`src/rvse_pkg.sv`:
```
// Shared types, constants and helper functions for the RPN value stack engine.
package rvse_pkg;

    // Stack geometry and field widths
    localparam int STACK_CAPACITY = 16;
    localparam int PTR_W          = $clog2(STACK_CAPACITY);
    localparam int LVL_W          = $clog2(STACK_CAPACITY + 1);
    localparam int VAL_W          = 32;
    localparam int ACT_W          = 3;
    localparam int STS_W          = 2;

    // Stream packing
    localparam int IN_DATA_W    = 32;
    localparam int IN_USER_W    = ACT_W;
    localparam int OUT_FIELDS_W = VAL_W + LVL_W + LVL_W + STS_W;
    localparam int OUT_DATA_W   = ((OUT_FIELDS_W + 7) / 8) * 8;
    localparam int OUT_PAD_W    = OUT_DATA_W - OUT_FIELDS_W;

    // Action codes carried on the input tuser
    localparam logic [ACT_W-1:0] ACT_PUSH = 3'd0;
    localparam logic [ACT_W-1:0] ACT_POP  = 3'd1;
    localparam logic [ACT_W-1:0] ACT_INS  = 3'd2;
    localparam logic [ACT_W-1:0] ACT_DEL  = 3'd3;
    localparam logic [ACT_W-1:0] ACT_AVG  = 3'd4;
    localparam logic [ACT_W-1:0] ACT_ROT  = 3'd5;

    typedef enum logic [STS_W-1:0] {
        STS_DONE = 2'd0,
        STS_FEW  = 2'd1,
        STS_FULL = 2'd2
    } status_t;

    // Stack positions relative to the current fill level
    typedef enum logic [1:0] {
        SLOT_NEW,
        SLOT_TOP,
        SLOT_SEC,
        SLOT_THR
    } slot_t;

    // Write data sources
    typedef enum logic [2:0] {
        DSEL_VAL,
        DSEL_TOP,
        DSEL_SEC,
        DSEL_THR,
        DSEL_AVG
    } dsel_t;

    typedef enum logic [3:0] {
        ST_IDLE,
        ST_DECODE,
        ST_RD_TOP,
        ST_RD_SEC,
        ST_RD_THR,
        ST_WAIT,
        ST_WR_A,
        ST_WR_B,
        ST_WR_C,
        ST_FINISH
    } state_t;

    // Commands from the controller to the datapath
    typedef struct packed {
        logic    accept;
        logic    rd_en;
        slot_t   rd_slot;
        logic    wr_en;
        slot_t   wr_slot;
        dsel_t   wr_dsel;
        logic    sts_we;
        status_t sts_code;
        logic    finish;
    } ctrl_cmd_t;

    // Status from the datapath to the controller
    typedef struct packed {
        logic [ACT_W-1:0] action;
        logic [LVL_W-1:0] fill;
        logic             out_free;
    } dp_stat_t;

    // Outcome of an action given the current fill level.
    function automatic status_t check_action(input logic [ACT_W-1:0] act,
                                             input logic [LVL_W-1:0] fill);
        status_t code;
        code = STS_DONE;
        unique case (act) inside
            ACT_PUSH, ACT_INS: if (fill >= LVL_W'(STACK_CAPACITY)) code = STS_FULL;
            ACT_POP:           if (fill == '0) code = STS_FEW;
            ACT_DEL, ACT_AVG:  if (fill < LVL_W'(2)) code = STS_FEW;
            ACT_ROT:           if (fill < LVL_W'(3)) code = STS_FEW;
            default:           code = STS_DONE;
        endcase
        return code;
    endfunction

    // True for a Q16.16 value strictly above zero.
    function automatic logic is_pos(input logic [VAL_W-1:0] v);
        return !v[VAL_W-1] && (v != '0);
    endfunction

endpackage

```
`src/rvse_ram.sv`:
```
// Generic single-write, single-read RAM with registered read data.
module rvse_ram #(
    parameter int WIDTH = 32,
    parameter int DEPTH = 16
) (
    input  logic                     aclk,
    input  logic                     wr_en,
    input  logic [$clog2(DEPTH)-1:0] wr_addr,
    input  logic [WIDTH-1:0]         wr_data,
    input  logic                     rd_en,
    input  logic [$clog2(DEPTH)-1:0] rd_addr,
    output logic [WIDTH-1:0]         rd_data
);

    logic [WIDTH-1:0] mem_reg [DEPTH];
    logic [WIDTH-1:0] rd_data_reg;

    // Write port.
    always_ff @(posedge aclk) begin
        if (wr_en) begin
            mem_reg[wr_addr] <= wr_data;
        end
    end

    // Registered read port.
    always_ff @(posedge aclk) begin
        if (rd_en) begin
            rd_data_reg <= mem_reg[rd_addr];
        end
    end

    assign rd_data = rd_data_reg;

endmodule

```
`src/rvse_datapath.sv`:
```
// Datapath of the stack engine: entry memory, top-entry holding registers,
// fill and positive counters, and the result register.
module rvse_datapath (
    input  logic                            aclk,
    input  logic                            aresetn,
    input  rvse_pkg::ctrl_cmd_t             cmd,
    output rvse_pkg::dp_stat_t              stat,
    input  logic [rvse_pkg::IN_DATA_W-1:0]  s_tdata,
    input  logic [rvse_pkg::IN_USER_W-1:0]  s_tuser,
    output logic                            m_tvalid,
    input  logic                            m_tready,
    output logic [rvse_pkg::OUT_DATA_W-1:0] m_tdata
);
    import rvse_pkg::*;

    logic [ACT_W-1:0] act_reg;
    logic [VAL_W-1:0] val_reg;
    logic [LVL_W-1:0] fill_reg, fill_next;
    logic [LVL_W-1:0] pos_reg, pos_next;
    status_t          sts_reg;
    logic [VAL_W-1:0] top_reg, sec_reg, thr_reg;
    logic             rd_pend_reg;
    slot_t            rd_slot_pend_reg;
    logic             m_tvalid_reg;
    logic [VAL_W-1:0] out_popped_reg;
    logic [LVL_W-1:0] out_depth_reg, out_pos_reg;
    status_t          out_sts_reg;

    logic [VAL_W-1:0] popped_next;
    logic [VAL_W:0]   avg_sum;
    logic [VAL_W-1:0] avg_val;
    logic [PTR_W-1:0] wr_addr, rd_addr;
    logic [VAL_W-1:0] wr_data, rd_data;
    logic             out_free;
    logic             commit;

    // Address of a stack position relative to the current fill level.
    function automatic logic [PTR_W-1:0] slot_addr(input slot_t slot,
                                                   input logic [LVL_W-1:0] fill);
        logic [PTR_W-1:0] base;
        base = fill[PTR_W-1:0];
        case (slot)
            SLOT_NEW: return base;
            SLOT_TOP: return base - PTR_W'(1);
            SLOT_SEC: return base - PTR_W'(2);
            default:  return base - PTR_W'(3);
        endcase
    endfunction

    assign out_free = !m_tvalid_reg || m_tready;
    assign commit   = cmd.finish && out_free;

    assign stat.action   = act_reg;
    assign stat.fill     = fill_reg;
    assign stat.out_free = out_free;

    // Average of the top two entries at full precision, rounded down.
    assign avg_sum = {top_reg[VAL_W-1], top_reg} + {sec_reg[VAL_W-1], sec_reg};
    assign avg_val = avg_sum[VAL_W:1];

    // Memory write data selection.
    always_comb begin
        case (cmd.wr_dsel)
            DSEL_VAL: wr_data = val_reg;
            DSEL_TOP: wr_data = top_reg;
            DSEL_SEC: wr_data = sec_reg;
            DSEL_THR: wr_data = thr_reg;
            default:  wr_data = avg_val;
        endcase
    end

    assign wr_addr = slot_addr(cmd.wr_slot, fill_reg);
    assign rd_addr = slot_addr(cmd.rd_slot, fill_reg);

    rvse_ram #(
        .WIDTH (VAL_W),
        .DEPTH (STACK_CAPACITY)
    ) u_entry_ram (
        .aclk    (aclk),
        .wr_en   (cmd.wr_en),
        .wr_addr (wr_addr),
        .wr_data (wr_data),
        .rd_en   (cmd.rd_en),
        .rd_addr (rd_addr),
        .rd_data (rd_data)
    );

    // Counter updates for a completed action.
    always_comb begin
        fill_next   = fill_reg;
        pos_next    = pos_reg;
        popped_next = '0;
        if (sts_reg == STS_DONE) begin
            case (act_reg) inside
                ACT_PUSH, ACT_INS: begin
                    fill_next = fill_reg + LVL_W'(1);
                    pos_next  = pos_reg + LVL_W'(is_pos(val_reg));
                end
                ACT_POP: begin
                    fill_next   = fill_reg - LVL_W'(1);
                    pos_next    = pos_reg - LVL_W'(is_pos(top_reg));
                    popped_next = top_reg;
                end
                ACT_DEL: begin
                    fill_next = fill_reg - LVL_W'(1);
                    pos_next  = pos_reg - LVL_W'(is_pos(sec_reg));
                end
                ACT_AVG: begin
                    fill_next = fill_reg - LVL_W'(1);
                    pos_next  = pos_reg - LVL_W'(is_pos(top_reg))
                                - LVL_W'(is_pos(sec_reg)) + LVL_W'(is_pos(avg_val));
                end
                default: begin
                    fill_next = fill_reg;
                    pos_next  = pos_reg;
                end
            endcase
        end
    end

    // Control registers: counters, read tracking and result valid.
    always_ff @(posedge aclk) begin
        if (!aresetn) begin
            fill_reg     <= '0;
            pos_reg      <= '0;
            rd_pend_reg  <= 1'b0;
            m_tvalid_reg <= 1'b0;
        end else begin
            rd_pend_reg <= cmd.rd_en;
            if (commit) begin
                fill_reg     <= fill_next;
                pos_reg      <= pos_next;
                m_tvalid_reg <= 1'b1;
            end else if (m_tready) begin
                m_tvalid_reg <= 1'b0;
            end
        end
    end

    // Payload registers: request latch, read captures and result fields.
    always_ff @(posedge aclk) begin
        if (cmd.accept) begin
            act_reg <= s_tuser;
            val_reg <= s_tdata;
        end
        if (cmd.sts_we) begin
            sts_reg <= cmd.sts_code;
        end
        rd_slot_pend_reg <= cmd.rd_slot;
        if (rd_pend_reg) begin
            case (rd_slot_pend_reg)
                SLOT_TOP: top_reg <= rd_data;
                SLOT_SEC: sec_reg <= rd_data;
                default:  thr_reg <= rd_data;
            endcase
        end
        if (commit) begin
            out_popped_reg <= popped_next;
            out_depth_reg  <= fill_next;
            out_pos_reg    <= pos_next;
            out_sts_reg    <= sts_reg;
        end
    end

    assign m_tvalid = m_tvalid_reg;
    assign m_tdata  = {{OUT_PAD_W{1'b0}}, out_sts_reg, out_pos_reg, out_depth_reg,
                       out_popped_reg};

endmodule

```
`src/rvse_ctrl.sv`:
```
// Controller state machine that sequences memory reads and writes per action.
module rvse_ctrl (
    input  logic                aclk,
    input  logic                aresetn,
    input  logic                s_tvalid,
    output logic                s_tready,
    input  rvse_pkg::dp_stat_t  stat,
    output rvse_pkg::ctrl_cmd_t cmd
);
    import rvse_pkg::*;

    state_t  state_reg, state_next;
    status_t code;

    assign code = check_action(stat.action, stat.fill);

    // State register.
    always_ff @(posedge aclk) begin
        if (!aresetn) begin
            state_reg <= ST_IDLE;
        end else begin
            state_reg <= state_next;
        end
    end

    // Next state.
    always_comb begin
        state_next = state_reg;
        unique case (state_reg)
            ST_IDLE: begin
                if (s_tvalid) state_next = ST_DECODE;
            end
            ST_DECODE: begin
                if (code != STS_DONE) begin
                    state_next = ST_FINISH;
                end else begin
                    unique case (stat.action) inside
                        ACT_PUSH: state_next = ST_WR_A;
                        ACT_INS:  state_next = (stat.fill == '0) ? ST_WR_A : ST_RD_TOP;
                        ACT_POP, ACT_DEL, ACT_AVG, ACT_ROT: state_next = ST_RD_TOP;
                        default:  state_next = ST_FINISH;
                    endcase
                end
            end
            ST_RD_TOP: begin
                state_next = (stat.action == ACT_POP || stat.action == ACT_INS)
                             ? ST_WAIT : ST_RD_SEC;
            end
            ST_RD_SEC: begin
                state_next = (stat.action == ACT_ROT) ? ST_RD_THR : ST_WAIT;
            end
            ST_RD_THR: state_next = ST_WAIT;
            ST_WAIT: begin
                state_next = (stat.action == ACT_POP) ? ST_FINISH : ST_WR_A;
            end
            ST_WR_A: begin
                // Insert on an empty stack needs only the one write.
                state_next = (stat.action == ACT_ROT ||
                              (stat.action == ACT_INS && stat.fill != '0))
                             ? ST_WR_B : ST_FINISH;
            end
            ST_WR_B: begin
                state_next = (stat.action == ACT_ROT) ? ST_WR_C : ST_FINISH;
            end
            ST_WR_C: state_next = ST_FINISH;
            ST_FINISH: begin
                if (stat.out_free) state_next = ST_IDLE;
            end
            default: state_next = ST_IDLE;
        endcase
    end

    // Command outputs.
    always_comb begin
        cmd          = '0;
        cmd.rd_slot  = SLOT_TOP;
        cmd.wr_slot  = SLOT_NEW;
        cmd.wr_dsel  = DSEL_VAL;
        cmd.sts_code = STS_DONE;
        s_tready     = 1'b0;
        unique case (state_reg)
            ST_IDLE: begin
                s_tready   = 1'b1;
                cmd.accept = s_tvalid;
            end
            ST_DECODE: begin
                cmd.sts_we   = 1'b1;
                cmd.sts_code = code;
            end
            ST_RD_TOP: begin
                cmd.rd_en   = 1'b1;
                cmd.rd_slot = SLOT_TOP;
            end
            ST_RD_SEC: begin
                cmd.rd_en   = 1'b1;
                cmd.rd_slot = SLOT_SEC;
            end
            ST_RD_THR: begin
                cmd.rd_en   = 1'b1;
                cmd.rd_slot = SLOT_THR;
            end
            ST_WAIT: begin
                cmd.rd_en = 1'b0;
            end
            ST_WR_A: begin
                cmd.wr_en = 1'b1;
                unique case (stat.action) inside
                    ACT_INS: begin
                        cmd.wr_slot = SLOT_NEW;
                        cmd.wr_dsel = (stat.fill == '0) ? DSEL_VAL : DSEL_TOP;
                    end
                    ACT_DEL: begin
                        cmd.wr_slot = SLOT_SEC;
                        cmd.wr_dsel = DSEL_TOP;
                    end
                    ACT_AVG: begin
                        cmd.wr_slot = SLOT_SEC;
                        cmd.wr_dsel = DSEL_AVG;
                    end
                    ACT_ROT: begin
                        cmd.wr_slot = SLOT_TOP;
                        cmd.wr_dsel = DSEL_THR;
                    end
                    default: begin
                        cmd.wr_slot = SLOT_NEW;
                        cmd.wr_dsel = DSEL_VAL;
                    end
                endcase
            end
            ST_WR_B: begin
                cmd.wr_en = 1'b1;
                if (stat.action == ACT_ROT) begin
                    cmd.wr_slot = SLOT_SEC;
                    cmd.wr_dsel = DSEL_TOP;
                end else begin
                    cmd.wr_slot = SLOT_TOP;
                    cmd.wr_dsel = DSEL_VAL;
                end
            end
            ST_WR_C: begin
                cmd.wr_en   = 1'b1;
                cmd.wr_slot = SLOT_THR;
                cmd.wr_dsel = DSEL_SEC;
            end
            ST_FINISH: begin
                cmd.finish = 1'b1;
            end
            default: begin
                cmd.finish = 1'b0;
            end
        endcase
    end

endmodule

```
`src/rpn_value_stack_engine_unit.sv`:
```
// Top level of the RPN value stack engine: controller, datapath and checks.
//
//   Channel  Direction  Ports                        Contents
//   s_       in         tvalid tready tdata tuser    operand value; action code
//   m_       out        tvalid tready tdata          popped, depth, positives, status
//
// A request runs idle, decode, its memory steps, finish. Refused or unused actions
// have none; push and insert on an empty stack write; pop reads; insert reads, then
// writes two; delete and average read two, write one; rotate three of each. The
// controller issues one memory access per cycle and awaits registered read data.
// Reset (aresetn low, synchronous) empties the stack at once; memory contents
// are left as they are. A stalled result holds the engine in its last step.
module rpn_value_stack_engine_unit (
    input  logic                            aclk,
    input  logic                            aresetn,
    input  logic                            s_tvalid,
    output logic                            s_tready,
    input  logic [rvse_pkg::IN_DATA_W-1:0]  s_tdata,  // [31:0] operand_value
    input  logic [rvse_pkg::IN_USER_W-1:0]  s_tuser,  // [2:0] action
    output logic                            m_tvalid,
    input  logic                            m_tready,
    output logic [rvse_pkg::OUT_DATA_W-1:0] m_tdata   // [31:0] popped_value,
                                                      // [36:32] depth_now,
                                                      // [41:37] positive_count,
                                                      // [43:42] status
);
    import rvse_pkg::*;

    ctrl_cmd_t        cmd;
    dp_stat_t         stat;
    logic [LVL_W-1:0] res_depth, res_pos;
    logic [STS_W-1:0] res_sts;

    rvse_ctrl u_ctrl (
        .aclk     (aclk),
        .aresetn  (aresetn),
        .s_tvalid (s_tvalid),
        .s_tready (s_tready),
        .stat     (stat),
        .cmd      (cmd)
    );

    rvse_datapath u_datapath (
        .aclk     (aclk),
        .aresetn  (aresetn),
        .cmd      (cmd),
        .stat     (stat),
        .s_tdata  (s_tdata),
        .s_tuser  (s_tuser),
        .m_tvalid (m_tvalid),
        .m_tready (m_tready),
        .m_tdata  (m_tdata)
    );

    // Result fields for the checks below.
    assign res_depth = m_tdata[VAL_W +: LVL_W];
    assign res_pos   = m_tdata[VAL_W + LVL_W +: LVL_W];
    assign res_sts   = m_tdata[VAL_W + 2 * LVL_W +: STS_W];

    // The engine works on one request at a time.
    assert property (@(posedge aclk) disable iff (!aresetn)
        (s_tvalid && s_tready) |=> !s_tready)
        else $error("request accepted while another is in progress");

    // Depth never exceeds capacity and positives never exceed depth.
    assert property (@(posedge aclk) disable iff (!aresetn)
        m_tvalid |-> (res_depth <= LVL_W'(STACK_CAPACITY) && res_pos <= res_depth))
        else $error("depth or positive count out of range");

    // A full refusal only happens on a full stack.
    assert property (@(posedge aclk) disable iff (!aresetn)
        (m_tvalid && res_sts == STS_FULL) |-> res_depth == LVL_W'(STACK_CAPACITY))
        else $error("full status reported on a stack that is not full");

    // A too-few refusal only happens with fewer than three entries.
    assert property (@(posedge aclk) disable iff (!aresetn)
        (m_tvalid && res_sts == STS_FEW) |-> res_depth < LVL_W'(3))
        else $error("too-few status reported with three or more entries");

    // Command groups never read and write the memory in the same step.
    assert property (@(posedge aclk) disable iff (!aresetn)
        !(cmd.rd_en && cmd.wr_en))
        else $error("memory read and write issued together");

endmodule
```
`config.mk`:
```
export PLATFORM = sky130hd
export DESIGN_NAME = rpn_value_stack_engine_unit
export DESIGN_NICKNAME = d
export VERILOG_FILES = /design/src/rvse_pkg.sv /design/src/rvse_ram.sv /design/src/rvse_datapath.sv /design/src/rvse_ctrl.sv /design/src/rpn_value_stack_engine_unit.sv
export SDC_FILE = /design/constraint.sdc
export NUM_CORES = 1
export LEC_CHECK = 0
export BUFFER_PORTS_ARGS = -buffer_cell sky130_fd_sc_hd__buf_2
export CAP_MARGIN = 25
export CORE_UTILIZATION = 62
export DETAILED_ROUTE_END_ITERATION = 10
export PLACE_DENSITY = 0.91
export SETUP_SLACK_MARGIN = 0.1
export SLEW_MARGIN = 20
export SYNTH_ARGS = -nofsm -noshare
export SYNTH_HDL_FRONTEND = slang
export SYNTH_SLANG_ARGS = --single-unit
```
`constraint.sdc`:
```
create_clock -name aclk -period 5.9 [get_ports aclk]
set_input_delay 1.475 -clock aclk [delete_from_list [all_inputs] [get_ports aclk]]
set_output_delay 1.475 -clock aclk [all_outputs]
set_load 0.01 [all_outputs]
```
* Word level (Yosys, flattened, before mapping)
Memories as Yosys holds them, arrays and structs flattened. A register that Yosys moved wholly into a read port is not among the register bits.
Cells that the tools add are included.
** Cells by class
- Add/subtract/negate cells :: 11
- $lt $le $gt $ge :: 3
- Equality and inequality tests :: 25
- Muxes and demuxes :: 43
- Bitwise logic cells :: 3
- Reduce and logical (&&, ||, !) cells :: 38
** Operator list (count)
- case mux 32 bit (4 select lines) :: 1
- nonzero test 32 bit :: 4
- two-way mux 5 bit :: 11
- case mux 4 bit (10 select lines) :: 1
- case mux 4 bit (3 select lines) :: 3
- adder 32 x 32 -> 33 bit :: 1
- two-way mux 4 bit :: 5
- case mux 5 bit (4 select lines) :: 1
- case mux 6 bit (3 select lines) :: 1
- equality test 4 x 3 -> 1 bit, second input constant :: 4
- subtractor 5 x 1 -> 5 bit :: 3
- two-way mux 1 bit :: 14
- equality test 3 x 2 -> 1 bit, second input constant :: 4
- adder 5 x 1 -> 5 bit :: 2
- < comparator 5 x 2 -> 1 bit, second input constant :: 2
- two-way mux 3 bit :: 3
- equality test 4 x 2 -> 1 bit, second input constant :: 2
- equality test 4 bit, second input constant :: 2
- case mux 2 bit (4 select lines) :: 1
- AND reduction 2 bit :: 4
- OR reduction 4 bit :: 2
- subtractor 4 x 2 -> 4 bit, second input constant :: 2
- equality test 2 x 1 -> 1 bit, second input constant :: 3
- equality test 2 bit, second input constant :: 3
- 23 further kinds :: 44
** Storage, ports and cells
- Bits in registers :: 195
- Memory bits (writable) :: 512
- Bits of input ports :: 39
- Output and inout port bits :: 50
- Logic and storage cells :: 140
- Memories kept :: 1
** Memory list
- u_datapath.u_entry_ram.mem_reg :: depth 16, width 32, rd ports 1, clocked after Yosys merged registers in 1, wr ports 1, line rvse_ram.sv:15 : logic [WIDTH-1:0] mem_reg [DEPTH];

* Depth between registers and ports, before layout
Gate-level depths: netlist of run 1.
- Depth in word-level cells :: 10
- Mapped depth :: 23
- Mapped depth without buffers :: 23

* Modules after synthesis
From an unflattened synthesis of run 1, not the netlist that was laid out.
** Unflattened totals
- Cells, all modules :: 1890
- Area, all modules :: 31736.7 um2
** Modules (own cells, without submodules)
- rvse_ram :: instances 1, cells each 838, area an instance 20155.6 um2, seq. area each 16335.7 um2
- rvse_datapath :: instances 1, cells each 955, area an instance 10911.7 um2, seq. area each 5595.4 um2
- rvse_ctrl :: instances 1, cells each 97, area an instance 669.4 um2, seq. area each 80.1 um2

* Least setup slack after synthesis of run 1
Ideal clock, no wire load.
- Path type :: reg2reg
- Start :: register u_datapath.sec_reg[15]
- End :: register u_datapath.out_pos_reg[4] (data pin)
- Setup time :: 0.281 ns
- Arrival time :: 4.322 ns
- Required time :: 5.619 ns
- Setup slack :: 1.296 ns
- Stages on the path, launching flop included :: 22
- Path buffers :: 1
- Period minus slack after synthesis :: 4.604 ns
- Cells stage by stage :: edfxtp_1 > ha_1 > buf_6 > a21oi_4 > o211ai_1 > a21bo_1 > a211oi_4 > a211oi_2 > or3_4 > a2111oi_4 > nand4b_1 > nor4_1 > nor2b_1 > ha_1 > fa_1 > a21o_1 > a21oi_1 > xor2_1 > xnor2_1 > o21a_1 > o21ai_0 > o311ai_1
** Between the ends
- Cells in the longest elaborated chain, start to end :: 9
- Elaborated cells on any way between the ends :: 14
- Classes of those cells :: add/sub (4); mux (5); reduce/logical (5)
** Ends and longest elaborated chain
- start: declaration :: line rvse_datapath.sv:21 : logic [VAL_W-1:0] top_reg, sec_reg, thr_reg;
- start signal: assignment :: line rvse_datapath.sv:153 : SLOT_SEC: sec_reg <= rd_data;
- adder 32 x 32 -> 33 bit or nonzero test 32 bit (tied branches) :: line rvse_datapath.sv:58, rvse_pkg.sv:100
- nonzero test 32 bit (tied with other cells) :: line rvse_pkg.sv:100 : return !v[VAL_W-1] && (v != '0);
- logical AND 1 bit or subtractor 5 x 1 -> 5 bit (tied branches) :: line rvse_pkg.sv:100, rvse_datapath.sv:111
- adder 5 x 1 -> 5 bit :: line rvse_datapath.sv:111 : - LVL_W'(is_pos(sec_reg)) + LVL_W'(is_pos(avg_val));
- two-way mux 5 bit :: line rvse_datapath.sv:94 : case (act_reg) inside
- two-way mux 5 bit * (3 in a row) :: line rvse_datapath.sv:94
- two-way mux 5 bit * :: line rvse_datapath.sv:93 : if (sts_reg == STS_DONE) begin
- net u_datapath.pos_next[4] :: line rvse_datapath.sv:19 : logic [LVL_W-1:0] pos_reg, pos_next;
- end signal: assignment :: line rvse_datapath.sv:160 : out_pos_reg <= pos_next;
- end: declaration :: line rvse_datapath.sv:26 : logic [LVL_W-1:0] out_depth_reg, out_pos_reg;
Mark *: on every way through the listed nets, which the timed path passes. The rest lies on a longest branch.
A chain may end at the register's enable or synchronous reset.

* Final worst setup path of run 1
- Start :: register u_datapath.top_reg[3]
- End :: register u_datapath.pos_reg[4]
** Between the ends
- Cells in the longest elaborated chain, start to end :: 10
- Elaborated cells on any way between the ends :: 14
- Classes of those cells :: add/sub (4); mux (5); reduce/logical (5)
** Ends and longest elaborated chain
- start: declaration :: line rvse_datapath.sv:21
- start signal: assignment :: line rvse_datapath.sv:152 : SLOT_TOP: top_reg <= rd_data;
- nonzero test 32 bit :: line rvse_pkg.sv:100
- logical AND 1 bit :: line rvse_pkg.sv:100
- subtractor 5 x 1 -> 5 bit :: line rvse_datapath.sv:101, rvse_datapath.sv:110
- subtractor 5 x 1 -> 5 bit :: line rvse_datapath.sv:111
- adder 5 x 1 -> 5 bit :: line rvse_datapath.sv:111
- two-way mux 5 bit (2 in a row) :: line rvse_datapath.sv:94
- two-way mux 5 bit * (2 in a row) :: line rvse_datapath.sv:94
- two-way mux 5 bit * :: line rvse_datapath.sv:93
- net u_datapath.pos_next[4] :: line rvse_datapath.sv:19
- end signal: assignment :: line rvse_datapath.sv:132 : pos_reg <= pos_next;
- end: declaration :: line rvse_datapath.sv:19
Marked as above.

==> results of run 1 <==
## metal layers
metal / routed length, um / vias up
li1: - / 7990
met1: 31000 / 9983
met2: 44600 / 1857
met3: 10400 / 362
met4: 5560 / 2
met5: 13 / -
## critical path: cells and delay by family (launching register included)
kind	cells	cell delay (ps)
flip-flops	1	500
AND/OR/NAND/NOR	6	1340
adder cells (fa/ha/maj)	3	1000
AO/OA/AOI/OAI	11	2280
XOR/XNOR	2	290
## cells in the final DEF (no fill, tap or decap), types with 12 or more instances in the layout
cell type	count
a221oi_1	32
nand3_1	15
nand2_1	145
nor3_1	19
ha_1	50
edfxtp_1	721
clkbuf_1	16
buf_4	67
xor2_1	14
a221o_1	21
buf_2	84
o21ai_0	38
a22oi_1	15
nor2_1	69
and2_1	38
mux4_2	128
nor4_1	30
inv_1	30
nand2b_1	12
clkbuf_16	74
a211oi_1	39
xnor2_1	23
clkinv_1	12
nor2_4	17
and3_1	38
nand4_1	16
a31oi_1	42
dfxtp_1	18
o21a_1	13
a21oi_1	79
a21oi_2	12
## kinds of logic after synthesis
| kind of cell | synth area share |
|---|---|
| flip-flops | 0.701 |
| AND/OR/NAND/NOR | 0.0704 |
| AO/OA/AOI/OAI | 0.0831 |
| buffers and inverters | 0.0203 |
| multiplexers | 0.0931 |
| adder cells (fa/ha/maj) | 0.0212 |
| XOR/XNOR | 0.0112 |
| other | 0.000119 |
## worst paths after layout
| check | to | cells past startpoint | start |
|---|---|---|---|
| worst min-delay path | u_datapath.thr_reg[10] | 0 | u_datapath.u_entry_ram.rd_data[10] |
| worst max register to register | u_datapath.pos_reg[4] | 22 | u_datapath.top_reg[3] |
| worst max-delay path | u_datapath.pos_reg[4] | 22 | u_datapath.top_reg[3] |
| worst min register to register | u_datapath.thr_reg[10] | 0 | u_datapath.u_entry_ram.rd_data[10] |
## power groups by stage
stage | logic (W) | registers, W | clock network, W
finish | 0.00378 | 0.00726 | 0.00467
global route | 0.00394 | 0.00727 | 0.00486
CTS | 0.00364 | 0.00723 | 0.00468
detailed placement | 0.00352 | 0.00733 | 0
global placement | 0.00332 | 0.00729 | 0
floorplan | 0.00230 | 0.00712 | 0
## area by class of cell
cell class | count | area [um^2] | share of cell area
Sequential cell | 739 | 22000 | 0.622
Multi-Input combinational cell | 1041 | 9050 | 0.256
Clock buffer | 90 | 1910 | 0.0540
Timing Repair Buffer | 159 | 1050 | 0.0296
Tap cell | 672 | 841 | 0.0237
Clock inverter | 38 | 425 | 0.0120
Inverter | 33 | 124 | 0.00350
## through the flow
stage	setup WS, ps	std cells	power, W	hold slack [ps]	area [um^2]
after floorplan	1300	1918	0.00942	440	31400
after global routing	108	2772	0.0161	478	35400
after global placement	414	2639	0.0106	447	33000
after CTS	382	2769	0.0156	475	35300
final	392	2772	0.0157	478	35400
after detailed placement	435	2641	0.0108	461	33000
==> impl_results.md, run 1 <==
* Status: finished, final reports clean
* Critical path class: reg2reg
* Gr ovfl total at 0
* Mean Syn Cell Area at 16.4 um^2
* Clock power frac at 0.297
* Net Sw Power at 0.00495 W
* Post-cts sizing count at 0
* CP endpoint kind: flip-flop
* RSZ-0062 raised after global routing: no
* PwrDens at 444 nW/um^2
* Yosys warns at 0
* Synthesized flop and latch total at 739
* Worst vdd rail ir drop at 0.217 mV
* Critical Path Max Stage Delay at 500 ps
* Clk Latency, worst-skew pair at 620 ps
* M2 GR Usage at 0.577
* Post-route ant nets at 0
* DRT Pass-1 Iters at 5
* Post-synth ARST share at 0
* Sequential Power Share at 0.462
* Placer congestion estimate at 1.04
* CP Data Required Time at 6430 ps
* Switching part of the total at 0.315
* Layout cell share with drive strength beyond 1 at 0.217
* CP max FO at 5
* Width of the die at 227 um
* Leakage power at 12.0 nW
* Fillers at 2,924
* Via-per-instance ratio at 7.28
* Dominant synthesized flop cell: edfxtp_1
* Via count at 20,200
* Max Slew Vio Count at 0
* Fin crit period at 5510 ps
* Initial antenna violation count at 2
* CTS root buffer: clkbuf_16
* Hold-fix buffers, CTS at 0
* Area leader, netlist: edfxtp_1
* HP Class: reg2reg
* Max reg flops at 512
* Avg WL per Cell at 33.0 um
* Slew margin rel. at 0.338
* H-tree levels at 3
* Row Count at 82
* Max Freq at 182 MHz
* Drt drc at 0
* CP Cell Sequence: ha_1, o21ai_1, a21oi_4, o21a_4, o21ai_4, a211oi_2, or3_4, a2111oi_4, nand4b_1, nor4_1, nor2b_1, ha_1, fa_1, a21o_1, a21oi_1, xor2_1, xnor2_1, nor4_1, o21ai_0, o311ai_1, nand2_1, a21boi_1
* Setup Skew at 25.0 ps
* Diode count at 0
* Global Route met3 Usage at 0.0653
* Global Route Usage Sum at 0.361
* Commonest cells post-synth: edfxtp_1 (721), nand2_1 (145), mux4_2 (128), a21oi_1 (89), nor2_1 (86)
* CP startpoint kind: flip-flop
* Sink Count at 739
* # setup viols final at 0
* Top-count cell post-synth: edfxtp_1
* Area grow syn2layout at 12.7%
* Setup_tns at 0 ps
* NumNets Final at 2,137
* Internal Power at 0.0108 W
* I/O pins at 89
* Max Cap Viol at 0
* Synth top area share at 0.689
* Largest cells by area after synthesis: edfxtp_1 (69%), mux4_2 (9.2%), ha_1 (2.0%)
* Cts bufs inserted at 72
* Core footprint at 50,100 um^2
* CTS tree: yes
* Crit-path slowest cell: edfxtp_1
* Clk buf depth at 3
* Logic pwr share at 0.241
* Util after Layout at 0.707
* Initial DRC Count at 2,995
* Mapped Area at 31,400 um^2
* Die H at 227 um
* First-pass GRT wire length at 131,000 um
* Die footprint at 51,600 um^2
* Post-synth EDFFs at 721
* CTS clk-pin slew, worst paths at 60 ps
* Worst EP arrival at 6040 ps
* Most Crowded Layer GR: met2
* Final hold violation count at 0
* Initial Util at 0.627
* # port buffers at 84
* DP HPWL at 53,600 um
* Slew at the pin closest to its max-slew limit at 993 ps
* Flop-to-flop setup slack at 390 ps
* Seq/Total Area, Yosys at 0.701
* Largest net degree at the start of global routing at 129
* Fin crit share at 0.933
* Synthesized instance count at 1,915
* Vias in the first global route at 19,600
* Post-CTS Setup Bufs at 0
* Detailed-route wire length at 91,600 um
* Distinct cells, synth at 89
* Met1 Track Usage GR at 0.466
Note: power is estimated with default switching activity, not from simulation.
==> inputs of run 2 (changes only) <==
--- a/config.mk
+++ b/config.mk
@@ -7,6 +7,7 @@
 export LEC_CHECK = 0
 export BUFFER_PORTS_ARGS = -buffer_cell sky130_fd_sc_hd__buf_2
 export CAP_MARGIN = 25
+export CORE_ASPECT_RATIO = 1.4
 export CORE_UTILIZATION = 62
 export DETAILED_ROUTE_END_ITERATION = 10
 export PLACE_DENSITY = 0.91
==> run 2 against run 1 <==
Die area barely moved. Clock skew rose by 3.1 ps. Sequential share of layout area rose by 0.36 points. Sequential cell count did not move. Design area fell by 0.57%. Sequential power barely moved. Worst setup slack improved by 69 ps. Via count fell by 2.9%. Combinational power fell by 3%.
==> impl_results.md, run 2 (synthesized netlist as in run 1, its figures left out) <==
* Largest net degree at the start of global routing at 129
* Critical path depth at 21
* Area grow syn2layout at 12.1%
* Fin crit period at 5440 ps
* Initial antenna violation count at 0
* Avg WL per Cell at 32.3 um
* Placer congestion estimate at 0.994
* Placed insts at 2,613
* Gr ovfl total at 0
* Global Route met3 Usage at 0.0550
* Max Cap Viol at 0
* Setup Skew at 28.1 ps
* NumNets Final at 2,131
* Detailed-route wire length at 88,300 um
* Met1 Track Usage GR at 0.425
* Hold path depth at 0
* DRT Pass-1 Iters at 8
* M2 GR Usage at 0.575
* Fin area at 35,200 um^2
* Setup_tns at 0 ps
* Buf+Inv Stages, Crit Path at 1
* Initial Util at 0.628
* Status: finished, final reports clean
* # setup viols final at 0
* Overall power at 0.0153 W
* Layout Cells excl Fill at 2,732
* Most Crowded Layer GR: met2
* CP endpoint kind: flip-flop
* First-pass GRT wire length at 127,000 um
* I/O pins at 89
* Final hold violation count at 0
* Hold-fix buffers, CTS at 0
* Cell family with most CP delay: compound AO/OA/AOI/OAI gates
* Most common cell after layout, fill and taps aside: edfxtp_1
* Layout cell share with drive strength beyond 1 at 0.224
* Worst EP arrival at 5760 ps
* Clk Latency, worst-skew pair at 620 ps
* Diode count at 0
* Max Slew Vio Count at 0
* CTS clk-pin slew, worst paths at 60 ps
* Crit-path slowest cell: fa_1
* CTS tree: yes
* Die footprint at 51,600 um^2
* CP max FO at 5
* Die H at 268 um
* H-tree levels at 3
* CTS root buffer: clkbuf_16
* Critical Path Max Stage Delay at 470 ps
* Via-per-instance ratio at 7.17
* CP Cell Sequence: inv_1, fa_1, nand2b_1, a21oi_2, o21a_4, nor2_2, xor2_1, o2111ai_1, nor4_4, nand4b_1, nor4_1, nor2b_1, ha_1, fa_1, a21o_1, a21oi_1, xor2_1, xnor2_1, o21a_1, o21ai_0, o311ai_1
* Global Route Usage Sum at 0.347
* R2R depth at 21
* Sink Count at 739
* Cts bufs inserted at 67
* Slew margin rel. at 0.263
* Leakage power at 11.9 nW
* CP startpoint kind: flip-flop
* Initial DRC Count at 2,696
* DP HPWL at 53,100 um
* PwrDens at 433 nW/um^2
* Vias in the first global route at 19,600
* Via count at 19,600
* Critical path class: reg2reg
* Fin crit share at 0.922
* CP Data Required Time at 6220 ps
* Worst vdd rail ir drop at 0.468 mV
* Fillers at 2,940
* HP Class: reg2reg
* # port buffers at 84
* Clk buf depth at 3
* Most frequent cells in the layout: edfxtp_1 (721), nand2_1 (145), mux4_2 (128)
* Row Count at 97
* RSZ-0062 raised after global routing: no
* Core footprint at 50,000 um^2
* Drt drc at 0
* Post-route ant nets at 0
* Max reg flops at 512
* Max Freq at 184 MHz
* Width of the die at 192 um
* Slew at the pin closest to its max-slew limit at 1100 ps
* Placed Area at 33,000 um^2
==> run 2: cell count changes in the layout (fill, tap and decap cells not counted), sizes merged <==
| cell | change |
|---|---|
| clkbuf | -10 |
| bufinv | -4 |
| clkinvlp | +3 |
| clkinv | -2 |
| buf | +1 |
| inv | +1 |
==> run 2: final cells by class <==
cell class / instances / area, um^2 / area share
Sequential cell: 739 / 22000 / 0.625
Multi-Input combinational cell: 1041 / 9090 / 0.258
Clock buffer: 82 / 1800 / 0.0510
Timing Repair Buffer: 158 / 1050 / 0.0297
Tap cell: 643 / 805 / 0.0228
Clock inverter: 36 / 342 / 0.00970
Inverter: 33 / 124 / 0.00352
==> run 2: worst paths after layout <==
path | from | end | slack, ps
setup / recovery | u_datapath.sec_reg[1] | u_datapath.out_pos_reg[4] | 460
setup reg to reg | u_datapath.sec_reg[1] | u_datapath.out_pos_reg[4] | 460
hold reg to reg | u_datapath.u_entry_ram.rd_data[21] | u_datapath.thr_reg[21] | 480
hold / removal | u_datapath.u_entry_ram.rd_data[21] | u_datapath.thr_reg[21] | 480
==> run 2: routing by layer <==
metal	share of wire	vias up
met5	0	-
met4	0.063	0
met3	0.096	309
met2	0.50	1537
met1	0.34	9790
li1	-	7966
==> run 2: per-stage QoR <==
step	utilization	worst slack [ps]	hold slack, ps
final	0.704	461	479
after global routing	0.704	188	480
after CTS	0.702	338	471
after detailed placement	0.659	410	456
after global placement	0.658	413	447
after floorplan	-	1300	440
==> run 2: what timing repair did <==
| item | 4_1_cts | 5_1_grt |
|---|---|---|
| resized for setup | 0 | 4 |
| setup buffers | 0 | 0 |
| setup endpoints to repair | 0 | 2 |
==> run 2: report_power, final <==
part	total (W)	switching, W	internal [W]
clock	0.00434	0.00197	0.00237
sequential	0.00724	0.000344	0.00689
combinational	0.00368	0.00252	0.00116
